<file path="src/interval_booking_overlap_limit_unit_assert.svh">
// Assertion helpers for the booking unit's controller.
`ifndef INTERVAL_BOOKING_OVERLAP_LIMIT_UNIT_ASSERT_SVH
`define INTERVAL_BOOKING_OVERLAP_LIMIT_UNIT_ASSERT_SVH

// Same-cycle implication.
`define IBOL_ASSERT_IMP(name, clk, rst_n, ante, cons) \
  name: assert property (@(posedge clk) disable iff (!rst_n) (ante) |-> (cons)) \
    else $error("ibol: property violated");

// Next-cycle implication.
`define IBOL_ASSERT_NXT(name, clk, rst_n, ante, cons) \
  name: assert property (@(posedge clk) disable iff (!rst_n) (ante) |=> (cons)) \
    else $error("ibol: property violated");

`endif

</file>
<file path="src/ibol_pkg.sv">
package ibol_pkg;

  localparam int unsigned TIME_W  = 30;
  localparam int unsigned DELTA_W = 9;
  localparam int unsigned MAX_W   = 8;
  // running sums stay within 0..256; SUM_W = 11 leaves spare bits for the signed compare
  localparam int unsigned SUM_W   = 11;

  localparam logic [MAX_W-1:0]   MAX_OVERLAP_RST = 8'd2;
  localparam logic [DELTA_W-1:0] DELTA_ONE       = 9'd1;
  localparam logic [DELTA_W-1:0] DELTA_MINUS_ONE = '1;

  typedef struct packed {
    logic [TIME_W-1:0] start_time;
    logic [TIME_W-1:0] end_time;
  } ibol_in_t;

  typedef struct packed {
    logic accepted;
    logic table_full;
  } ibol_out_t;

  // one boundary: time and two's complement net change
  typedef struct packed {
    logic [TIME_W-1:0]  tstamp;
    logic [DELTA_W-1:0] delta;
  } ibol_entry_t;

  typedef enum logic [2:0] {
    ST_IDLE,
    ST_SWEEP,
    ST_DECIDE,
    ST_INS_S,
    ST_INS_E,
    ST_REPLY
  } ibol_state_e;

  typedef enum logic [1:0] {
    OP_HOLD,
    OP_ROTATE,
    OP_UPDATE
  } ibol_op_e;

  typedef struct packed {
    ibol_op_e           op;
    logic [TIME_W-1:0]  key;
    logic [DELTA_W-1:0] delta;
    logic               present;
    logic               zero;
  } ibol_cell_ctrl_t;

  typedef struct packed {
    logic clear;
    logic step;
    logic head_valid;
  } ibol_sweep_ctrl_t;

  typedef struct packed {
    logic ok;
    logic full;
    logic s_present;
    logic s_zero;
    logic e_present;
    logic e_zero;
  } ibol_sweep_t;

endpackage

</file>
<file path="src/ibol_cell.sv">
module ibol_cell (
  input  logic                     clk_i,
  input  ibol_pkg::ibol_cell_ctrl_t ctrl_i,
  input  logic                     valid_i,
  input  logic                     left_lt_i,
  input  ibol_pkg::ibol_entry_t    left_i,
  input  ibol_pkg::ibol_entry_t    right_i,
  output ibol_pkg::ibol_entry_t    entry_o,
  output logic                     lt_o
);
  import ibol_pkg::*;

  ibol_entry_t entry_q, entry_d;
  logic        eq;

  assign lt_o = valid_i & (entry_q.tstamp < ctrl_i.key);
  assign eq   = valid_i & (entry_q.tstamp == ctrl_i.key);

  always_comb begin
    entry_d = entry_q;
    case (ctrl_i.op)
      OP_HOLD: begin
        entry_d = entry_q;
      end
      OP_ROTATE: begin
        entry_d = right_i;
      end
      OP_UPDATE: begin
        if (ctrl_i.present) begin
          if (ctrl_i.zero) begin
            // matched entry drops out, tail closes up from the right
            if (!lt_o) begin
              entry_d = right_i;
            end
          end else if (eq) begin
            entry_d.delta = entry_q.delta + ctrl_i.delta;
          end
        end else if (!lt_o) begin
          // first cell at or past the key takes it, the rest move right
          if (left_lt_i) begin
            entry_d.tstamp = ctrl_i.key;
            entry_d.delta  = ctrl_i.delta;
          end else begin
            entry_d = left_i;
          end
        end
      end
      default: begin
        entry_d = entry_q;
      end
    endcase
  end

  always_ff @(posedge clk_i) begin
    entry_q <= entry_d;
  end

  assign entry_o = entry_q;

endmodule

</file>
<file path="config.mk">
export PLATFORM = sky130hd
export DESIGN_NAME = ibol_cell
export DESIGN_NICKNAME = d
export VERILOG_FILES = /design/src/interval_booking_overlap_limit_unit_assert.svh /design/src/ibol_pkg.sv /design/src/ibol_cell.sv
export SDC_FILE = /design/constraint.sdc
export NUM_CORES = 1
export LEC_CHECK = 0
export BUFFER_PORTS_ARGS = -buffer_cell sky130_fd_sc_hd__buf_2
export CAP_MARGIN = 20
export CORE_UTILIZATION = 50
export CTS_CLUSTER_DIAMETER = 120
export CTS_CLUSTER_SIZE = 30
export DETAILED_ROUTE_END_ITERATION = 7
export PLACE_DENSITY = 0.91
export SYNTH_ARGS = -nofsm -noshare
export SYNTH_HDL_FRONTEND = slang
export SYNTH_SLANG_ARGS = --single-unit
</file>
<file path="constraint.sdc">
create_clock -name clk_i -period 8.5 [get_ports clk_i]
set_input_delay 2.55 -clock clk_i [delete_from_list [all_inputs] [get_ports clk_i]]
set_output_delay 2.55 -clock clk_i [all_outputs]
set_load 0.01 [all_outputs]
</file>
==> flow_summary.rst <==
.. list-table::
   :header-rows: 1

   * - Metric
     - Value
   * - Status
     - finished, final reports clean
   * - Number of standard cells after synthesis
     - 339
   * - Final worst hold slack
     - 0.839 ns
   * - Most frequent cells in the layout
     - buf_2 (163), nand2_1 (48), ha_1 (40)
   * - Number of port buffers
     - 163
   * - Static leakage
     - 2.20 nW
   * - Count of warnings emitted by yosys
     - 0
   * - Die Footprint
     - 6760 um2
   * - Cell area after technology mapping
     - approximately 3200 um2
   * - Category of cells accounting for the largest share of critical-path delay
     - compound AO/OA/AOI/OAI gates
   * - Clock insertion delay at the later pin of the skew report
     - 0.29 ns
   * - Maximum number of pins on one net before global-route repair
     - between 40 and 50
   * - Portion of synthesized cell area occupied by the leading cell type
     - 36.4%
   * - Number of remaining DRC errors
     - 0
   * - Routed via count divided by cell count
     - 5.33
   * - Total count of hold-check failures in the final report
     - 0
   * - Share of synthesized area occupied by flip-flops and latches
     - 36.4%
   * - Net count after synthesis
     - 504
   * - Critical-path top delay cell
     - ha_1
   * - Total number of H-tree levels
     - 2
   * - Fraction of layout instances using a drive strength above 1
     - 36.7%
   * - Max cap viols
     - 0
   * - Worst Setup Path Type
     - in -> out
   * - Largest clock skew in the final design
     - 0.00433 ns
   * - Number of flip-flops and latches in the synthesized netlist
     - 39
   * - TritonCTS buffer count
     - 5
   * - First-pass GRT wire length
     - about 12000 um
   * - Largest fanout of any net on the critical path
     - 3
   * - Layout Nets
     - 663
   * - Final setup violation count
     - 0
   * - Number of pins exceeding their max-slew limit in the final report
     - 0
   * - Die outline height
     - 82.2 um
   * - Diode count
     - 0
   * - Max-slew headroom
     - 30.2%
   * - Setup fix buffers added after clock tree synthesis
     - 0
   * - Post-cts gate resize count
     - 0
   * - Hold-fix buffers, CTS
     - 0
   * - Number of flip-flops under the largest register name
     - 39
   * - Req. time, crit path
     - 5.95 ns
   * - Worst Max-Slew Pin Slew
     - 1.05 ns
   * - I/O pin cnt
     - 164
   * - Iter 0 DRT Violations
     - 90
   * - Arrival time worst endpoint
     - approximately 4.3 ns
   * - Sum of negative setup slack
     - 0 ns
   * - Number of nets still failing antenna checks after routing
     - 0
   * - CP Buf/Inv Count
     - 3
   * - Area grow syn2layout
     - 29.9%
   * - Remaining Overflow, GRT
     - 0
   * - Clock edge transition at the registers on the reported setup and hold paths
     - 0.07 ns
   * - Number of global-route vias before repair
     - 2934
   * - Sink Count
     - 39
   * - Peak Freq
     - ~150 MHz
   * - Routed length per placed instance
     - 14.2 um
   * - Crit-path max cell delay
     - 0.31 ns
   * - Most area-consuming cells after synthesis
     - edfxtp_1 (36%), ha_1 (16%), mux2i_1 (11%), nand2_1 (5.6%), o21ai_1 (5.4%)
   * - Count of different cell masters after synthesis
     - 42
   * - Ordered cell list for the critical path
     - buf_2 > inv_1 > ha_1 > a21o_1 > a221o_1 > a21oi_1 > o211ai_1 > a21oi_2 > buf_2
   * - Setup repair after global routing missed its margin
     - false
   * - Tot GR Track Use
     - 24.3%
   * - Total power density per cell area
     - 129 nW/um2
   * - Most common cell after layout, fill and taps aside
     - buf_2
   * - Die Span X
     - ~82 um
   * - Cell at the root of the clock tree
     - clkbuf_8
   * - Type of destination of the critical path
     - output port
   * - Final critical-path share of the clock period
     - 80.0%
   * - Detailed-route wire length
     - 8150 um
   * - Placed wire-length estimate
     - between 6000 and 7000 um
   * - Number of synthesized flops with an enable pin
     - 39
   * - Peak ir drop on the vdd network
     - 0.0800 mV
   * - Crit path top cell by count
     - buf_2
   * - Final GP Congestion
     - 0.841
   * - Detailed-route via count
     - 3053
   * - Worst-case clock buffer depth
     - 2
   * - Detailed Routing Iterations Pass 1
     - 4
   * - Mapped Avg Cell Area
     - 9.49 um2
   * - Commonest register cell after synthesis
     - edfxtp_1
   * - Hold/Removal Path Class
     - reg -> reg
   * - Top cell type by total area after synthesis
     - edfxtp_1
   * - Initial Util
     - 53.1%
   * - Type of element launching the critical path
     - input port
   * - # rows
     - 28
   * - Floorplan Core Area
     - 6060 um2
   * - Share of synthesized flip-flops with an asynchronous set or reset
     - 0%
   * - Initial antenna violation count
     - 0
   * - Tmin final
     - 6.80 ns
   * - Clock tree from TritonCTS
     - yes
## worst register-to-register path, delay by kind of cell (launching register included)
family / cells / cell delay [ns]
adder cells (fa/ha/maj): 1 / 0.30
AND/OR/NAND/NOR: 3 / 0.78
flip-flops: 1 / 0.40
AO/OA/AOI/OAI: 2 / 0.95
## cells in the mapped netlist, types with 2 or more instances
cell      number
a211oi_1       2
a21o_1         3
a21oi_1       16
a21oi_2        2
a31oi_1        2
and2_1         2
buf_1          2
buf_2          6
clkbuf_1       5
edfxtp_1      39
ha_1          40
inv_1         37
mux2_2         3
mux2i_1       34
nand2_1       48
nand2b_1       3
nand3_1        5
nand4_1        3
nor2_1         9
nor2b_1        2
nor3_1         4
o211ai_1       3
o21ai_0        4
o21ai_1       35
o221ai_1       3
o22ai_1        5
xnor2_1        6
xor2_1         2
## through the flow
| step | total power [mW] | std cells | area [um2] | utilization (%) | worst slack [ns] |
|---|---|---|---|---|---|
| floorplan | 0.354 | 339 | 3220 | - | 2.17 |
| global placement | 0.417 | 566 | 4100 | 67.7 | 1.74 |
| detailed placement | 0.425 | 566 | 4100 | 67.7 | 1.70 |
| CTS | 0.544 | 573 | 4180 | 69.0 | 1.69 |
| global route | 0.570 | 573 | 4180 | 69.0 | 1.62 |
| finish | 0.540 | 573 | 4180 | 69.0 | 1.70 |
## worst paths after layout
kind,start,endpoint,slack (ns),cells past startpoint
setup / recovery,ctrl_i[34],lt_o,1.70,9
hold / removal,entry_o[8]$_DFFE_PP_,entry_o[8]$_DFFE_PP_,0.84,3
setup reg to reg,entry_o[38]$_DFFE_PP_,entry_o[23]$_DFFE_PP_,5.68,6
hold reg to reg,entry_o[8]$_DFFE_PP_,entry_o[8]$_DFFE_PP_,0.84,3
## cell type report
cell class	instances	area [um2]
Clock inverter	2	8.76
Fill cell	490	1880
Sequential cell	39	1170
Clock buffer	5	68.8
Multi-Input combinational cell	249	1860
Timing Repair Buffer	165	831
Inverter	38	143
Tap cell	75	93.8
## layer usage
| metal | part of all wire, % | global-route usage (%) | vias to the layer above |
|---|---|---|---|
| li1 | - | - | 1541 |
| met1 | 41 | 26.7 | 1390 |
| met2 | 51 | 46.2 | 108 |
| met3 | 6.1 | 4.40 | 14 |
| met4 | 1.7 | 8.42 | 0 |
| met5 | 0 | 0 | - |
## power by group
part           switching [mW]  leakage, nW  internal, mW
combinational          0.0956         1.79        0.0833
clock                  0.0639       0.0414        0.0547
sequential            0.00872        0.372         0.233
## logic make-up after synthesis
family          synth area share (%)
compound gates                  15.8
xor+xnor                        2.18
fa+ha+maj                       16.2
buf+inv                         6.18
flops                           36.4
mux                             12.0
simple gates                    11.3
(Power assumes the default switching activity.)
