===== src/interval_booking_overlap_limit_unit_assert.svh =====
// Assertion helpers for the booking unit's controller.
`ifndef INTERVAL_BOOKING_OVERLAP_LIMIT_UNIT_ASSERT_SVH
`define INTERVAL_BOOKING_OVERLAP_LIMIT_UNIT_ASSERT_SVH

// Same-cycle implication.
`define IBOL_ASSERT_IMP(name, clk, rst_n, ante, cons) \
  name: assert property (@(posedge clk) disable iff (!rst_n) (ante) |-> (cons)) \
    else $error("ibol: property violated");

// Next-cycle implication.
`define IBOL_ASSERT_NXT(name, clk, rst_n, ante, cons) \
  name: assert property (@(posedge clk) disable iff (!rst_n) (ante) |=> (cons)) \
    else $error("ibol: property violated");

`endif


===== src/ibol_pkg.sv =====
package ibol_pkg;

  localparam int unsigned TIME_W  = 30;
  localparam int unsigned DELTA_W = 9;
  localparam int unsigned MAX_W   = 8;
  // running sums stay within 0..256; SUM_W = 11 leaves spare bits for the signed compare
  localparam int unsigned SUM_W   = 11;

  localparam logic [MAX_W-1:0]   MAX_OVERLAP_RST = 8'd2;
  localparam logic [DELTA_W-1:0] DELTA_ONE       = 9'd1;
  localparam logic [DELTA_W-1:0] DELTA_MINUS_ONE = '1;

  typedef struct packed {
    logic [TIME_W-1:0] start_time;
    logic [TIME_W-1:0] end_time;
  } ibol_in_t;

  typedef struct packed {
    logic accepted;
    logic table_full;
  } ibol_out_t;

  // one boundary: time and two's complement net change
  typedef struct packed {
    logic [TIME_W-1:0]  tstamp;
    logic [DELTA_W-1:0] delta;
  } ibol_entry_t;

  typedef enum logic [2:0] {
    ST_IDLE,
    ST_SWEEP,
    ST_DECIDE,
    ST_INS_S,
    ST_INS_E,
    ST_REPLY
  } ibol_state_e;

  typedef enum logic [1:0] {
    OP_HOLD,
    OP_ROTATE,
    OP_UPDATE
  } ibol_op_e;

  typedef struct packed {
    ibol_op_e           op;
    logic [TIME_W-1:0]  key;
    logic [DELTA_W-1:0] delta;
    logic               present;
    logic               zero;
  } ibol_cell_ctrl_t;

  typedef struct packed {
    logic clear;
    logic step;
    logic head_valid;
  } ibol_sweep_ctrl_t;

  typedef struct packed {
    logic ok;
    logic full;
    logic s_present;
    logic s_zero;
    logic e_present;
    logic e_zero;
  } ibol_sweep_t;

endpackage


===== src/ibol_ctrl.sv =====
`include "interval_booking_overlap_limit_unit_assert.svh"

module ibol_ctrl #(
  parameter  int unsigned TABLE_DEPTH = 256,
  localparam int unsigned CNT_W       = $clog2(TABLE_DEPTH + 1),
  localparam int unsigned IDX_W       = $clog2(TABLE_DEPTH)
) (
  input  logic                       clk_i,
  input  logic                       rst_ni,
  input  logic                       in_valid_i,
  output logic                       in_stall_o,
  input  ibol_pkg::ibol_in_t         in_data_i,
  output logic                       out_valid_o,
  input  logic                       out_stall_i,
  output ibol_pkg::ibol_out_t        out_data_o,
  input  ibol_pkg::ibol_sweep_t      status_i,
  output ibol_pkg::ibol_in_t         req_o,
  output logic [CNT_W-1:0]           count_o,
  output ibol_pkg::ibol_cell_ctrl_t  cell_ctrl_o,
  output ibol_pkg::ibol_sweep_ctrl_t sweep_ctrl_o
);
  import ibol_pkg::*;

  ibol_state_e      state_q, state_d;
  logic [IDX_W-1:0] rot_q, rot_d;
  logic [CNT_W-1:0] count_q, count_d;
  ibol_in_t         req_q, req_d;
  logic             span_q, span_d;
  ibol_out_t        verdict_q, verdict_d, dec;
  logic             out_valid_q, out_valid_d;
  ibol_out_t        out_data_q, out_data_d;
  logic             accept_in, out_free, last_rot, commit;

  assign in_stall_o = state_q != ST_IDLE;
  assign accept_in  = in_valid_i & !in_stall_o;
  assign out_free   = !out_valid_q | !out_stall_i;
  assign last_rot   = rot_q == IDX_W'(TABLE_DEPTH - 1);

  assign dec.accepted   = status_i.ok & !(span_q & status_i.full);
  assign dec.table_full = span_q & status_i.full;
  assign commit         = span_q & dec.accepted;

  // next state
  always_comb begin
    state_d = state_q;
    case (state_q)
      ST_IDLE: begin
        if (accept_in) begin
          if (in_data_i.start_time > in_data_i.end_time) begin
            state_d = ST_REPLY;
          end else begin
            state_d = ST_SWEEP;
          end
        end
      end
      ST_SWEEP: begin
        if (last_rot) begin
          state_d = ST_DECIDE;
        end
      end
      ST_DECIDE: begin
        state_d = commit ? ST_INS_S : ST_REPLY;
      end
      ST_INS_S: begin
        state_d = ST_INS_E;
      end
      ST_INS_E: begin
        state_d = ST_REPLY;
      end
      ST_REPLY: begin
        if (out_free) begin
          state_d = ST_IDLE;
        end
      end
      default: begin
        state_d = ST_IDLE;
      end
    endcase
  end

  // outputs to the ring and the sweep unit
  always_comb begin
    cell_ctrl_o.op      = OP_HOLD;
    cell_ctrl_o.key     = '0;
    cell_ctrl_o.delta   = '0;
    cell_ctrl_o.present = 1'b0;
    cell_ctrl_o.zero    = 1'b0;
    sweep_ctrl_o.clear      = 1'b0;
    sweep_ctrl_o.step       = 1'b0;
    sweep_ctrl_o.head_valid = CNT_W'(rot_q) < count_q;
    case (state_q)
      ST_IDLE: begin
        sweep_ctrl_o.clear = accept_in;
      end
      ST_SWEEP: begin
        cell_ctrl_o.op    = OP_ROTATE;
        sweep_ctrl_o.step = 1'b1;
      end
      ST_INS_S: begin
        cell_ctrl_o.op      = OP_UPDATE;
        cell_ctrl_o.key     = req_q.start_time;
        cell_ctrl_o.delta   = DELTA_ONE;
        cell_ctrl_o.present = status_i.s_present;
        cell_ctrl_o.zero    = status_i.s_zero;
      end
      ST_INS_E: begin
        cell_ctrl_o.op      = OP_UPDATE;
        cell_ctrl_o.key     = req_q.end_time;
        cell_ctrl_o.delta   = DELTA_MINUS_ONE;
        cell_ctrl_o.present = status_i.e_present;
        cell_ctrl_o.zero    = status_i.e_zero;
      end
      default: begin
        cell_ctrl_o.op = OP_HOLD;
      end
    endcase
  end

  always_comb begin
    rot_d       = rot_q;
    count_d     = count_q;
    req_d       = req_q;
    span_d      = span_q;
    verdict_d   = verdict_q;
    out_valid_d = out_valid_q;
    out_data_d  = out_data_q;
    if (accept_in) begin
      rot_d     = '0;
      req_d     = in_data_i;
      span_d    = in_data_i.start_time < in_data_i.end_time;
      verdict_d = '0;
    end
    if (state_q == ST_SWEEP) begin
      rot_d = last_rot ? '0 : rot_q + IDX_W'(1);
    end
    if (state_q == ST_DECIDE) begin
      verdict_d = dec;
    end
    if (state_q == ST_INS_S) begin
      if (!status_i.s_present) begin
        count_d = count_q + CNT_W'(1);
      end else if (status_i.s_zero) begin
        count_d = count_q - CNT_W'(1);
      end
    end
    if (state_q == ST_INS_E) begin
      if (!status_i.e_present) begin
        count_d = count_q + CNT_W'(1);
      end else if (status_i.e_zero) begin
        count_d = count_q - CNT_W'(1);
      end
    end
    if (state_q == ST_REPLY && out_free) begin
      out_valid_d = 1'b1;
      out_data_d  = verdict_q;
    end else if (!out_stall_i) begin
      out_valid_d = 1'b0;
    end
  end

  always_ff @(posedge clk_i or negedge rst_ni) begin
    if (!rst_ni) begin
      state_q     <= ST_IDLE;
      rot_q       <= '0;
      count_q     <= '0;
      out_valid_q <= 1'b0;
    end else begin
      state_q     <= state_d;
      rot_q       <= rot_d;
      count_q     <= count_d;
      out_valid_q <= out_valid_d;
    end
  end

  always_ff @(posedge clk_i) begin
    req_q      <= req_d;
    span_q     <= span_d;
    verdict_q  <= verdict_d;
    out_data_q <= out_data_d;
  end

  assign req_o       = req_q;
  assign count_o     = count_q;
  assign out_valid_o = out_valid_q;
  assign out_data_o  = out_data_q;

  `IBOL_ASSERT_IMP(a_count_in_range, clk_i, rst_ni, 1'b1, count_q <= CNT_W'(TABLE_DEPTH))
  `IBOL_ASSERT_IMP(a_commit_after_decide, clk_i, rst_ni, state_q == ST_INS_S, $past(state_q) == ST_DECIDE)
  `IBOL_ASSERT_IMP(a_reply_exclusive, clk_i, rst_ni, out_valid_q, !(out_data_q.accepted && out_data_q.table_full))
  `IBOL_ASSERT_NXT(a_count_only_on_commit, clk_i, rst_ni, state_q != ST_INS_S && state_q != ST_INS_E, $stable(count_q))

endmodule


===== config.mk =====
export PLATFORM = sky130hd
export DESIGN_NAME = ibol_ctrl
export DESIGN_NICKNAME = d
export VERILOG_FILES = /design/src/ibol_pkg.sv /design/src/ibol_ctrl.sv
export VERILOG_INCLUDE_DIRS = /design/src /design/src/src
export SDC_FILE = /design/constraint.sdc
export NUM_CORES = 1
export LEC_CHECK = 0
export BUFFER_PORTS_ARGS = -buffer_cell sky130_fd_sc_hd__buf_2
export CAP_MARGIN = 20
export CORE_MARGIN = 10
export CORE_UTILIZATION = 45
export DETAILED_ROUTE_END_ITERATION = 16
export PLACE_DENSITY = 0.78
export SKIP_LAST_GASP = 1
export SLEW_MARGIN = 10
export SYNTH_ARGS = -nofsm -noshare
export SYNTH_HDL_FRONTEND = slang
export SYNTH_SLANG_ARGS = --single-unit

===== constraint.sdc =====
create_clock -name clk_i -period 7.9 [get_ports clk_i]
set_clock_uncertainty 0.2 [all_clocks]
set_input_delay 2.37 -clock clk_i [delete_from_list [all_inputs] [get_ports clk_i]]
set_output_delay 2.37 -clock clk_i [all_outputs]
set_load 0.05 [all_outputs]

==> results.cfg <==
[outcome]
outcome = complete, no violations

[cts]
cts_buffer_count = 9
clock_latency_at_the_later_pin_of_the_worst_skew_pair_ns = 0.35
clk_slew_on_worst_s_h_paths_ns = 0.08
cts_post_setup_buffers_inserted = 0
h-tree-depth = 3
cts.sink_count = 86
cts-resized-gates = 0
tritoncts = done
cts_hold_buf = 0
root_buffer = sky130_fd_sc_hd__clkbuf_8
cts-root-to-sink-buffers = 2

[sta]
finalWorstPathRequiredPeriod_ns = 5.70
final_hold_slack_ns = 0.224
max_slew_margin_pct = 43.8
finalHoldViolations = 0
finalSetupViolations = 0
maxClockFrequency_ghz = 0.175
layout_worst_path_cycle_share_pct = 72.2
timing.final.max_slew_violations = 0
grt_setup_unrepaired = no
setup_tns_ns = 0
worst_max_slew_pin_slew_ns = 0.844

[route]
drt_first_pass_iters = 5
detailed_route_drc_error_count = 0
vias = 4139
initialDrtViolationCount = 236
drtAntennaViolNets = 0
wl_per_cell_um = 19.7
finalWirelength_um = 14800
drt-vias-per-instance = 5.52

[critical_path]
path_delay_family = buffers and inverters
critical_path_class = input port to primary output
startpoint_type = input port
end_kind = primary output
worstPathCellList = buf_2 > inv_1 > o21ai_0 > buf_2
slowest_cell_on_the_critical_path = sky130_fd_sc_hd__buf_2
worst-endpoint-arrival_ns = 3.13
cp.required_ns = 5.33
critPathMaxFanout = 10
worstPathBufferInverterCount = 3
timing.critical_path.mode_cell = sky130_fd_sc_hd__buf_2
max_stage_delay_ns = 0.29

[global_routing]
maximum_number_of_pins_on_one_net_before_global_route_repair = 64
grt.overflow.total = 0
groute.usage.overall_pct = 19.2
antenna_found_initial = 1
via_count_of_the_first_global_routing_pass = 4360
grt_first_pass_wirelength_um = 22900

[floorplanning]
floorplan.io_pins = 189
fp.dieH_um = 124
rows = 37
initial_utilization_pct = 46.5
core_area_mm2 = 0.0104
fp.dieW_um = 124
die_area_mm2 = 0.0153

[placement]
number_of_i_o_port_buffers = 188
dp.final_hpwl_um = 11600
place.gp.congestion = 0.902

[power]
fin_total_pwr_uw = 2270
power.density_cell_area_mw_per_mm2 = 381
p_leak_uw = 0.00285
worst_ir_drop_vdd_mv = 0.220

[logic_synthesis]
yosys.area.top_type_share_pct = 40.4
post_synth_fa_ha_maj_area_fraction_pct = 10.4
dominant_cells_by_area_after_synthesis = sky130_fd_sc_hd__edfxtp_1 40%, sky130_fd_sc_hd__dfrtp_1 11%, sky130_fd_sc_hd__ha_1 10%
synth_enable_flop_cells = 65
synth_common_cells = 65 x sky130_fd_sc_hd__edfxtp_1, 47 x sky130_fd_sc_hd__nand2_1, 45 x sky130_fd_sc_hd__inv_1
synthMostInstantiatedCell = sky130_fd_sc_hd__edfxtp_1
post-synth-top-area-cell = sky130_fd_sc_hd__edfxtp_1
synth_top_family_by_area = compound AO/OA/AOI/OAI gates
postSynth.topFlopCell = sky130_fd_sc_hd__edfxtp_1
postSynth.asyncResetShare_pct = 24.4
mappedNetlistArea_mm2 = 0.00483
netlist-cell-type-count = 60
syn_avg_cell_area_um2 = 11.1
post_synthesis_sequential_area_ratio_pct = 51.3
synth-seq-cells = 86
synthSimpleGateAreaFrac_pct = 11.2
multiplexer_share_of_the_synthesized_area_pct = 0.207
compound_gate_fraction_of_synth_area_pct = 17.7
synth_cells = 435
ys.warnings.count = 0
parity_gate_share_of_the_synthesized_area_counting_xor_and_xnor_cells_pct = 1.81
syn-num-nets = 545

[layout]
area.sequential_mm2 = 0.00248
n_antenna_cell = 0
final_layout_size_suffix_gt1_share_pct = 35.5
fillers = 907
nNetsFinal = 720
multi_input_area_mm2 = 0.00200
fin_util_pct = 57.5
synthesis_to_finish_area_growth_pct = 23.6

[job]
drv_cap = 0

[hold_path]
hold_class = flop to flop
## per-stage QoR
step	setup slack (ns)	instance area [um^2]	instances
6_report	2.20	5970	750
5_1_grt	2.13	5970	750
4_1_cts	2.21	5970	750
3_5_place_dp	2.21	5790	735
3_3_place_gp	2.22	5790	735
2_1_floorplan	0.811	4830	435
## final cells by class
| type | count | area share, % |
|---|---|---|
| multi-input combinational | 276 | 33.5 |
| sequential | 86 | 41.5 |
| clock inverter | 4 | 0.818 |
| timing repair buffer | 189 | 15.9 |
| clock buffer | 11 | 2.20 |
| inverter | 48 | 3.19 |
| tap | 136 | 2.85 |
## where the power goes
| group | internal (uW) | total [uW] | switching, uW |
|---|---|---|---|
| Combinational | 313 | 1260 | 945 |
| Sequential | 608 | 714 | 105 |
| Clock | 144 | 299 | 155 |
| Total | 1070 | 2270 | 1210 |
## cells by family after synthesis
family | count (synthesis)
adders and majority gates | 40
and+or+nand+nor | 106
xor gates and xnor gates | 10
DFF | 86
buffers and inverters | 73
AOI/OAI and AO/OA | 119
muxes | 1
## registers in the layout, indices dropped and copies added, names as in the netlist
signal / flops
verdict_q: 2
span_q: 1
out_data_o: 2
rot_q: 8
state_q: 3
req_o: 60
out_valid_o: 1
count_o: 9
## final timing paths
check | to | start | cells past startpoint | slack (ns)
max in group asynchronous | count_o[7] | rst_ni | 1 | 5.38
min in group asynchronous | count_o[4] | rst_ni | 1 | 1.77
setup / recovery | cell_ctrl_o[1] | status_i[1] | 4 | 2.20
hold reg to reg | out_data_o[0] | verdict_q[0] | 0 | 0.22
hold / removal | out_data_o[0] | verdict_q[0] | 0 | 0.22
setup reg to reg | state_q[2] | state_q[0] | 5 | 5.17
## cell usage in the layout (no fill, tap or decap), drive strengths merged, types with 3 or more instances in the layout
cell type / count
buf: 189
edfxtp: 65
nand2: 48
inv: 47
ha: 40
a22o: 30
o21ai: 30
dfrtp: 21
a21oi: 19
nor2: 12
nand3: 11
clkbuf: 11
xnor2: 8
o22ai: 7
and3: 6
nand4: 5
nor3: 5
a22oi: 5
nand2b: 5
a21o: 4
or3: 4
clkinv: 4
o211ai: 3
nand3b: 3
## per-layer routing
metal,GRT usage (%),vias up,share of wire [%]
li1,-,1951,-
met1,21.5,1967,39
met2,33.1,205,50
met3,6.93,14,9.5
met4,6.77,2,1.1
met5,0,-,0.12
Power figures use the tool's default switching activity.
