[src/interval_booking_overlap_limit_unit_assert.svh]
// Assertion helpers for the booking unit's controller.
`ifndef INTERVAL_BOOKING_OVERLAP_LIMIT_UNIT_ASSERT_SVH
`define INTERVAL_BOOKING_OVERLAP_LIMIT_UNIT_ASSERT_SVH

// Same-cycle implication.
`define IBOL_ASSERT_IMP(name, clk, rst_n, ante, cons) \
  name: assert property (@(posedge clk) disable iff (!rst_n) (ante) |-> (cons)) \
    else $error("ibol: property violated");

// Next-cycle implication.
`define IBOL_ASSERT_NXT(name, clk, rst_n, ante, cons) \
  name: assert property (@(posedge clk) disable iff (!rst_n) (ante) |=> (cons)) \
    else $error("ibol: property violated");

`endif

[src/ibol_pkg.sv]
package ibol_pkg;

  localparam int unsigned TIME_W  = 30;
  localparam int unsigned DELTA_W = 9;
  localparam int unsigned MAX_W   = 8;
  // running sums stay within 0..256; SUM_W = 11 leaves spare bits for the signed compare
  localparam int unsigned SUM_W   = 11;

  localparam logic [MAX_W-1:0]   MAX_OVERLAP_RST = 8'd2;
  localparam logic [DELTA_W-1:0] DELTA_ONE       = 9'd1;
  localparam logic [DELTA_W-1:0] DELTA_MINUS_ONE = '1;

  typedef struct packed {
    logic [TIME_W-1:0] start_time;
    logic [TIME_W-1:0] end_time;
  } ibol_in_t;

  typedef struct packed {
    logic accepted;
    logic table_full;
  } ibol_out_t;

  // one boundary: time and two's complement net change
  typedef struct packed {
    logic [TIME_W-1:0]  tstamp;
    logic [DELTA_W-1:0] delta;
  } ibol_entry_t;

  typedef enum logic [2:0] {
    ST_IDLE,
    ST_SWEEP,
    ST_DECIDE,
    ST_INS_S,
    ST_INS_E,
    ST_REPLY
  } ibol_state_e;

  typedef enum logic [1:0] {
    OP_HOLD,
    OP_ROTATE,
    OP_UPDATE
  } ibol_op_e;

  typedef struct packed {
    ibol_op_e           op;
    logic [TIME_W-1:0]  key;
    logic [DELTA_W-1:0] delta;
    logic               present;
    logic               zero;
  } ibol_cell_ctrl_t;

  typedef struct packed {
    logic clear;
    logic step;
    logic head_valid;
  } ibol_sweep_ctrl_t;

  typedef struct packed {
    logic ok;
    logic full;
    logic s_present;
    logic s_zero;
    logic e_present;
    logic e_zero;
  } ibol_sweep_t;

endpackage

[src/ibol_sweep.sv]
module ibol_sweep #(
  parameter  int unsigned TABLE_DEPTH = 256,
  localparam int unsigned CNT_W       = $clog2(TABLE_DEPTH + 1)
) (
  input  logic                       clk_i,
  input  logic                       rst_ni,
  input  ibol_pkg::ibol_sweep_ctrl_t ctrl_i,
  input  ibol_pkg::ibol_entry_t      head_i,
  input  ibol_pkg::ibol_in_t         req_i,
  input  logic [ibol_pkg::MAX_W-1:0] max_i,
  input  logic [CNT_W-1:0]           count_i,
  output ibol_pkg::ibol_sweep_t      status_o
);
  import ibol_pkg::*;

  logic signed [SUM_W-1:0] prefix_q, prefix_d, below_q, below_d;
  logic signed [SUM_W-1:0] step_sum, trial, limit;
  logic                    ok_q, ok_d;
  logic                    sp_q, sp_d, sz_q, sz_d, ep_q, ep_d, ez_q, ez_d;
  logic                    in_span, span, gap_over, take;
  logic [1:0]              need;
  logic [CNT_W:0]          demand;

  assign take     = ctrl_i.step & ctrl_i.head_valid;
  assign span     = req_i.start_time < req_i.end_time;
  assign in_span  = (head_i.tstamp >= req_i.start_time) & (head_i.tstamp < req_i.end_time);
  assign limit    = $signed({{(SUM_W - MAX_W){1'b0}}, max_i});
  assign step_sum = prefix_q + SUM_W'($signed(head_i.delta));
  assign trial    = step_sum + $signed({{(SUM_W - 1){1'b0}}, in_span});

  always_comb begin
    prefix_d = prefix_q;
    below_d  = below_q;
    ok_d     = ok_q;
    sp_d     = sp_q;
    sz_d     = sz_q;
    ep_d     = ep_q;
    ez_d     = ez_q;
    if (ctrl_i.clear) begin
      prefix_d = '0;
      below_d  = '0;
      ok_d     = 1'b1;
      sp_d     = 1'b0;
      sz_d     = 1'b0;
      ep_d     = 1'b0;
      ez_d     = 1'b0;
    end else if (take) begin
      prefix_d = step_sum;
      if (trial > limit) begin
        ok_d = 1'b0;
      end
      // level just before the start time, for a start that is new
      if (head_i.tstamp < req_i.start_time) begin
        below_d = step_sum;
      end
      if (head_i.tstamp == req_i.start_time) begin
        sp_d = 1'b1;
        sz_d = head_i.delta == DELTA_MINUS_ONE;
      end
      if (head_i.tstamp == req_i.end_time) begin
        ep_d = 1'b1;
        ez_d = head_i.delta == DELTA_ONE;
      end
    end
  end

  always_ff @(posedge clk_i or negedge rst_ni) begin
    if (!rst_ni) begin
      ok_q <= 1'b1;
      sp_q <= 1'b0;
      sz_q <= 1'b0;
      ep_q <= 1'b0;
      ez_q <= 1'b0;
    end else begin
      ok_q <= ok_d;
      sp_q <= sp_d;
      sz_q <= sz_d;
      ep_q <= ep_d;
      ez_q <= ez_d;
    end
  end

  always_ff @(posedge clk_i) begin
    prefix_q <= prefix_d;
    below_q  <= below_d;
  end

  assign gap_over = span & !sp_q & ((below_q + SUM_W'(1)) > limit);
  assign need     = {1'b0, !sp_q} + {1'b0, !ep_q};
  assign demand   = {1'b0, count_i} + (CNT_W + 1)'(need);

  assign status_o.ok        = ok_q & !gap_over;
  assign status_o.full      = demand > (CNT_W + 1)'(TABLE_DEPTH);
  assign status_o.s_present = sp_q;
  assign status_o.s_zero    = sz_q;
  assign status_o.e_present = ep_q;
  assign status_o.e_zero    = ez_q;

endmodule

[config.mk]
export PLATFORM = sky130hd
export DESIGN_NAME = ibol_sweep
export DESIGN_NICKNAME = d
export VERILOG_FILES = /design/src/interval_booking_overlap_limit_unit_assert.svh /design/src/ibol_pkg.sv /design/src/ibol_sweep.sv
export SDC_FILE = /design/constraint.sdc
export NUM_CORES = 1
export LEC_CHECK = 0
export BUFFER_PORTS_ARGS = -buffer_cell sky130_fd_sc_hd__buf_4
export CAP_MARGIN = 25
export CORE_ASPECT_RATIO = 0.6
export CORE_UTILIZATION = 40
export CTS_CLUSTER_SIZE = 16
export DETAILED_ROUTE_END_ITERATION = 10
export GPL_TIMING_DRIVEN = 0
export PLACE_DENSITY = 0.69
export SYNTH_ARGS = -nofsm -noshare
export SYNTH_HDL_FRONTEND = slang
export SYNTH_SLANG_ARGS = --single-unit
[constraint.sdc]
create_clock -name clk_i -period 6.35 [get_ports clk_i]
set_input_delay 1.27 -clock clk_i [delete_from_list [all_inputs] [get_ports clk_i]]
set_output_delay 1.27 -clock clk_i [all_outputs]
set_load 0.02 [all_outputs]
==> impl_results.md, run 1 <==
* Synth top area share at 0.321
* Placed cell area at 5780 µm²
* Worst path most repeated cell: ha_1
* Most frequent cell after synthesis: ha_1
* Post-synthesis sequential area ratio at 0.122
* Root buf cell: clkbuf_16
* Setup bufs post-CTS at 0
* I/O pins at 127
* CP max stage delay at 0.41 ns
* Core Util, Final at 0.521
* ANT nets after route at 0
* Effective utilization at floorplan at 0.411
* CP delay by family, top: simple AND/OR/NAND/NOR gates
* P_leak at 3.08 nW
* CTS max path bufs at 2
* Largest area contributor in the netlist: ha_1
* Total power at 749 µW
* Worst hold endpoint: prefix_q[0]
* Grt ovf at 0
* Num CTS Buffers at 3
* Cell variety after synth at 60
* Final setup fails at 0
* Met2 wire length at 5960 µm
* Post-synthesis instance area at 4640 µm²
* FP Rows at 30
* Core footprint at 11300 µm²
* Reg2Reg Depth at 15
* Critical Path Slowest Stage Cell: nor4_2
* Crit path DAT at about 6.1 ns
* Routed met3 length at 932 µm
* VDD IR max at between 100 and 150 µV
* DR iter-0 viols at 336
* Fin Clk Skew at 0.00616 ns
* Crit path required time at 6.54 ns
* Routed vias/inst at 5.50
* RR Endpoint: ok_q
* P per Cell Area at 127 nW/µm²
* Share of layout cells above drive strength 1 at 0.212
* DR vias at 4821
* Post-synth ARST share at 0.185
* Crit path time final at 5.94 ns
* Post-DR wirelength/cell at 16.6 µm
* Post-route cell area at a little under 6000 µm²
* Crit path max fanout at 3
* CTS clk-pin slew, worst paths at 0.07 ns
* Final #Nets at 960
* Most common flop cell mapped by yosys: dfxtp_1
* Port bufs at around 130
* DP HPWL at 12800 µm
* Initial DRT Pass Iterations at 5
* Most common library cells after synthesis: 119 x ha_1, 78 x inv_1, 45 x nor2_1
* Die Ht at 85.5 µm
* Largest net degree at the start of global routing at 15
* Area growth, synth to finish at 26.7%
* R2R Setup Slk at ~2.5 ns
* Initial antenna violation count at 0
* DRC Markers at 0
* M1 WL at 7560 µm
* Max Fclk at ~170 MHz
* GP Congestion at 0.923
* Max_slew headroom at 0.606
* H-tree Lvls at 1
* Antenna Cells at 0
* Yosys warning total at 0
* Worst Hold Launch: prefix_q[0]
* Avg Cell Area, Syn at 7.90 µm²
* DR top layer: met4
* Sink Count at 27
* FF-to-FF Start: prefix_q[0]
* CP Cell Sequence: buf_4, ha_1, nand4_1, or2_2, nor4_2, nand4_1, o211ai_1, nor2_1, nand2b_1, nor3b_2, ha_1, ha_1, nand2_1, nor4_1, nand2_1, xnor2_1, ha_1, o21ai_0, a21oi_1, nor3_1, nor2_1, nor2_1, o31a_1, o32a_1
* Post-Place Setup Slack at -0.236 ns
* Slew @ Worst Pin at ~0.6 ns
* Clk_lat worst skew at ~0.26 ns
* Period utilization at 0.935
* HP Class: reg2reg
* Worst Path Buf+Inv at 1
* Cells taking the most area after synthesis: ha_1 32%, dfxtp_1 9.5%, inv_1 6.3%, a21oi_1 4.0%, a21o_1 3.7%
* Crit path capture type: flip-flop
* Final Worst Setup Slack at 0.414 ns
* Final std cells w/o fill at 877
* CTS tree: done
* Max Cap Viol at 0
* Synthesized Nets at a little over 800
* Number of synthesized flops with an enable pin at 0
* WHS Path Cells at 2
* Cts hold-fix bufs at 0
* Mapped Cells at approximately 600
* GRT Resource Usage Total at 0.245
* Setup TNS at 0 ns
* Placed cells at 873
* RSZ-0062 raised after global routing: no
* CP Class: in2reg
* Outcome: finished, final reports clean
* Final slew viol count at 0
* Final Hold Vio Count at 0
* Final wirelength at 14600 µm
* Vias in the first global route at 4725
* Worst setup SP type: input pin
* Die area at 12100 µm²
* Hold WS at around 0.47 ns
* #FFs+latches synth at 27
* Die Span X at 141 µm
* First-pass GRT wire length at 23500 µm
-- tightest hold or removal path: cells and delay by family (launching register included) --
family / cells / cell delay (ns)
flops: 1 / 0.32
compound gates: 1 / 0.06
simple gates: 1 / 0.05
-- layout make-up --
class | count | area (µm²)
plain buffers | 12 | 65.1
fillers | 1073 | 5410
multi-input cells | 471 | 3740
inverters | 78 | 293
flip-flops and latches | 27 | 567
well taps | 160 | 200
repair buffers | 125 | 938
clock buffers | 4 | 78.8
-- timing repair --
item,in CTS,in global routing
gates resized for setup,0,4
hold endpoints to repair,0,0
setup endpoints to repair,0,1
-- kinds of logic (layout without fill, tap and decap cells) --
family | Yosys count | count (layout) | synth area share
mux | 10 | 10 | 0.0216
fa+ha+maj | 121 | 121 | 0.329
xor+xnor | 19 | 19 | 0.0391
compound gates | 139 | 139 | 0.205
flops | 27 | 27 | 0.122
simple gates | 182 | 182 | 0.206
buf+inv | 90 | 219 | 0.0770
-- power by group --
group / switching [mW] / internal, mW / total [mW] / leakage (nW)
clock: 0.0604 / 0.0861 / 0.146 / 0.0382
sequential: 0.0102 / 0.181 / 0.191 / 0.246
combinational: 0.223 / 0.188 / 0.412 / 2.79
-- registers in the layout, summed over array words and instances, names as in the netlist --
signal    flops
below_q      11
ep_q          1
ez_q          1
ok_q          1
prefix_q     11
sp_q          1
sz_q          1
-- how the worst max path moves through the flow --
stage | start | end | slack (ns) | depth (start not counted)
final | head_i[37] | ok_q | 0.41 | 24
after floorplan | req_i[55] | ok_q | 1.25 | 24
after CTS | req_i[57] | ok_q | 0.02 | 24
after global routing | req_i[58] | ok_q | 0.03 | 25
after global placement | head_i[37] | ok_q | -0.26 | 23
after detailed placement | req_i[57] | ok_q | -0.24 | 24
-- metal layers --
metal,vias to the layer above,track usage
li1,2400,-
met1,2217,0.372
met2,190,0.376
met3,14,0.0220
met4,0,0.0336
met5,-,0
-- cells in the final DEF, fill, tap and decap left out, types with 3 or more instances in the layout --
master / count
nand2_1: 35
o21ai_0: 22
o21a_1: 7
ha_1: 119
a2111oi_0: 4
or4_1: 3
nor4_1: 3
and2_1: 3
mux2i_1: 10
xnor2_1: 11
o22ai_1: 3
a21o_1: 23
dfrtp_1: 4
inv_1: 78
clkbuf_16: 3
xor2_1: 6
dfxtp_1: 22
o2111ai_1: 3
and3_1: 3
nor3_1: 14
a21oi_1: 37
a211oi_1: 10
nand2b_1: 12
clkbuf_1: 7
nand4_1: 23
o211ai_1: 10
nor2b_1: 5
o221ai_1: 3
nand3_1: 19
nor2_1: 45
buf_4: 130
Note: power is estimated with default switching activity, not from simulation.
==> inputs of run 2 (changes only) <==
--- a/config.mk
+++ b/config.mk
@@ -13,6 +13,7 @@
 export DETAILED_ROUTE_END_ITERATION = 10
 export GPL_TIMING_DRIVEN = 0
 export PLACE_DENSITY = 0.69
+export RECOVER_POWER = 100
 export SYNTH_ARGS = -nofsm -noshare
 export SYNTH_HDL_FRONTEND = slang
 export SYNTH_SLANG_ARGS = --single-unit
==> run 2 against run 1 <==
  * Global-route usage is the same
  * Critical path depth is the same
  * Combinational power shrank 1%
  * Die area is the same
  * Core utilization shrank 0.53 points
  * Critical path type unchanged
  * Largest power group unchanged
==> impl_results.md, run 2 (same netlist as run 1, synthesis figures left out) <==
* Outcome: finished, final reports clean
* Clk_lat worst skew at 0.26 ns (about the same)
* HP Class: reg2reg
* Total power at 744 µW (-0.68%)
* GRT Resource Usage Total at 0.245 (unchanged)
* Largest regs: below_q (11), prefix_q (11)
* H-tree Lvls at 1 (unchanged)
* Placed cell area at 5780 µm² (unchanged)
* Cts hold-fix bufs at 0 (unchanged)
* Multi-input logic area at 3710 µm² (-0.80%)
* Fin Clk Skew at 0.00712 ns (+0.000952 ns)
* DR iter-0 viols at 325 (-3.3%)
* Crit path time final at 5.90 ns (-0.0392 ns)
* RR Endpoint: ok_q
* Final Hold Vio Count at 0 (unchanged)
* DRC Markers at 0 (unchanged)
* FP Rows at 30 (unchanged)
* Largest net degree at the start of global routing at 15 (unchanged)
* CP Class: in2reg
* CTS clk-pin slew, worst paths at 0.07 ns (about the same)
* CTS resizes at 0 (unchanged)
* Post-route cell area at 5820 µm² (-1.0%)
* Worst setup SP type: input pin
* Crit path max fanout at 3 (unchanged)
* Effective utilization at floorplan at 0.411 (unchanged)
* Max Fclk at 170 MHz (+0.67%)
* RSZ-0062 raised after global routing: no
* DP HPWL at 12800 µm (unchanged)
* Share of layout cells above drive strength 1 at 0.194 (-0.0181)
* Most frequent cells in the layout: 119 x ha_1, 118 x buf_4, 78 x inv_1, 45 x nor2_1, 37 x a21oi_1
* First-pass GRT wire length at 23500 µm (unchanged)
* Initial antenna violation count at 0 (unchanged)
* Final wirelength at 14600 µm (+0.33%)
* Die area at 12100 µm² (unchanged)
* Max_slew headroom at 0.446 (-0.160)
* Vias in the first global route at 4725 (unchanged)
* Most common cell after layout, fill and taps aside: ha_1
* Critical Path Start: head_i[37]
* CTS max path bufs at 2 (unchanged)
* Routed vias/inst at 5.53 (+0.58%)
* FF-to-FF Start: prefix_q[0]
* Die Ht at 85.5 µm (unchanged)
* ANT nets after route at 0 (unchanged)
* Reg2Reg Depth at 15 (unchanged)
* Grt ovf at 0 (unchanged)
* Layout fillers at 1086 (+1.2%)
* Period utilization at 0.929 (-0.00618)
* R2R Setup Slk at 2.27 ns (-0.23 ns)
* Max Cap Viol at 0 (unchanged)
* Area growth, synth to finish at 25.4%
* Initial DRT Pass Iterations at 5 (unchanged)
* Sequential standard cell area at 567 µm² (unchanged)
* Antenna Cells at 0 (unchanged)
* GP Congestion at 0.923 (unchanged)
* CTS tree: done
* Num CTS Buffers at 3 (unchanged)
* Crit path DAT at 6.09 ns (-0.04 ns)
* Final slew viol count at 0 (unchanged)
* VDD IR max at 102 µV (+0.57%)
* Port bufs at 125 (unchanged)
* Crit path capture type: flip-flop
* Core footprint at 11300 µm² (unchanged)
* P_leak at 3.03 nW (-1.4%)
* DR vias at 4849 (+0.58%)
* P per Cell Area at 128 nW/µm² (+0.35%)
* Root buf cell: clkbuf_16
* Post-DR wirelength/cell at 16.7 µm (+0.33%)
* Slew @ Worst Pin at 0.825 ns (+0.238 ns)
* End of the critical path: ok_q
* Sink Count at 27 (unchanged)
* Final #Nets at 960 (unchanged)
* Crit path required time at 6.54 ns (about the same)
* Final setup fails at 0 (unchanged)
* Die Span X at 141 µm (unchanged)
* I/O pins at 127 (unchanged)
* Setup bufs post-CTS at 0 (unchanged)
-- run 2: how the worst min path moves through the flow --
stage	startpoint	endpoint	slack, ns	cells past startpoint
after floorplan	prefix_q[0]	prefix_q[0]	0.44	2
after global placement	prefix_q[5]	prefix_q[5]	0.45	2
after detailed placement	prefix_q[0]	prefix_q[0]	0.46	2
after CTS	prefix_q[0]	prefix_q[0]	0.47	2
after global routing	prefix_q[3]	prefix_q[3]	0.49	2
final	prefix_q[0]	prefix_q[0]	0.47	2
-- run 2: report_power, final --
group	total (mW)	switching (mW)	internal, mW
sequential	0.191	0.0102	0.181
clock	0.147	0.0611	0.0861
combinational	0.406	0.222	0.184
total	0.744	0.293	0.451
-- run 2: area by class of cell --
type                       instances  area share
multi-input combinational        471       0.637
buffer                            12      0.0105
timing repair buffer             125       0.157
tap                              160      0.0344
sequential                        27      0.0973
inverter                          78      0.0503
clock buffer                       4      0.0135
-- run 2: worst max-delay path, cell delays in order --
cell	delay, ns
buf_4	0.12
ha_1	0.31
nand4_1	0.10
or2_2	0.34
nor4_2	0.39
nand4_1	0.27
o211ai_1	0.29
nor2_1	0.08
nand2b_1	0.07
nor3b_2	0.24
ha_1	0.29
ha_1	0.27
nand2_1	0.08
nor4_1	0.30
nand2_1	0.12
xnor2_1	0.16
ha_1	0.30
o21ai_0	0.08
a21oi_1	0.15
nor3_1	0.06
nor2_1	0.18
nor2_1	0.09
o31a_1	0.24
o32a_1	0.28
-- run 2: routing by layer --
metal  routed length, µm  GRT usage  vias up
li1                    -          -     2402
met1                7560      0.372     2238
met2                6040      0.376      195
met3                 929     0.0220       14
met4                  87     0.0336        0
met5                   0          0        -
-- run 2: stage by stage --
stage          hold WS [ns]  cells  TNS [ns]   util  setup WS (ns)
6_report              0.470    877         0  0.516          0.453
5_1_grt               0.492    877         0  0.516         0.0551
4_1_cts               0.468    877         0  0.519         0.0180
3_5_place_dp          0.458    873    -0.236  0.512         -0.236
3_3_place_gp          0.447    873    -0.256  0.512         -0.256
2_1_floorplan         0.440    588         0      -           1.25
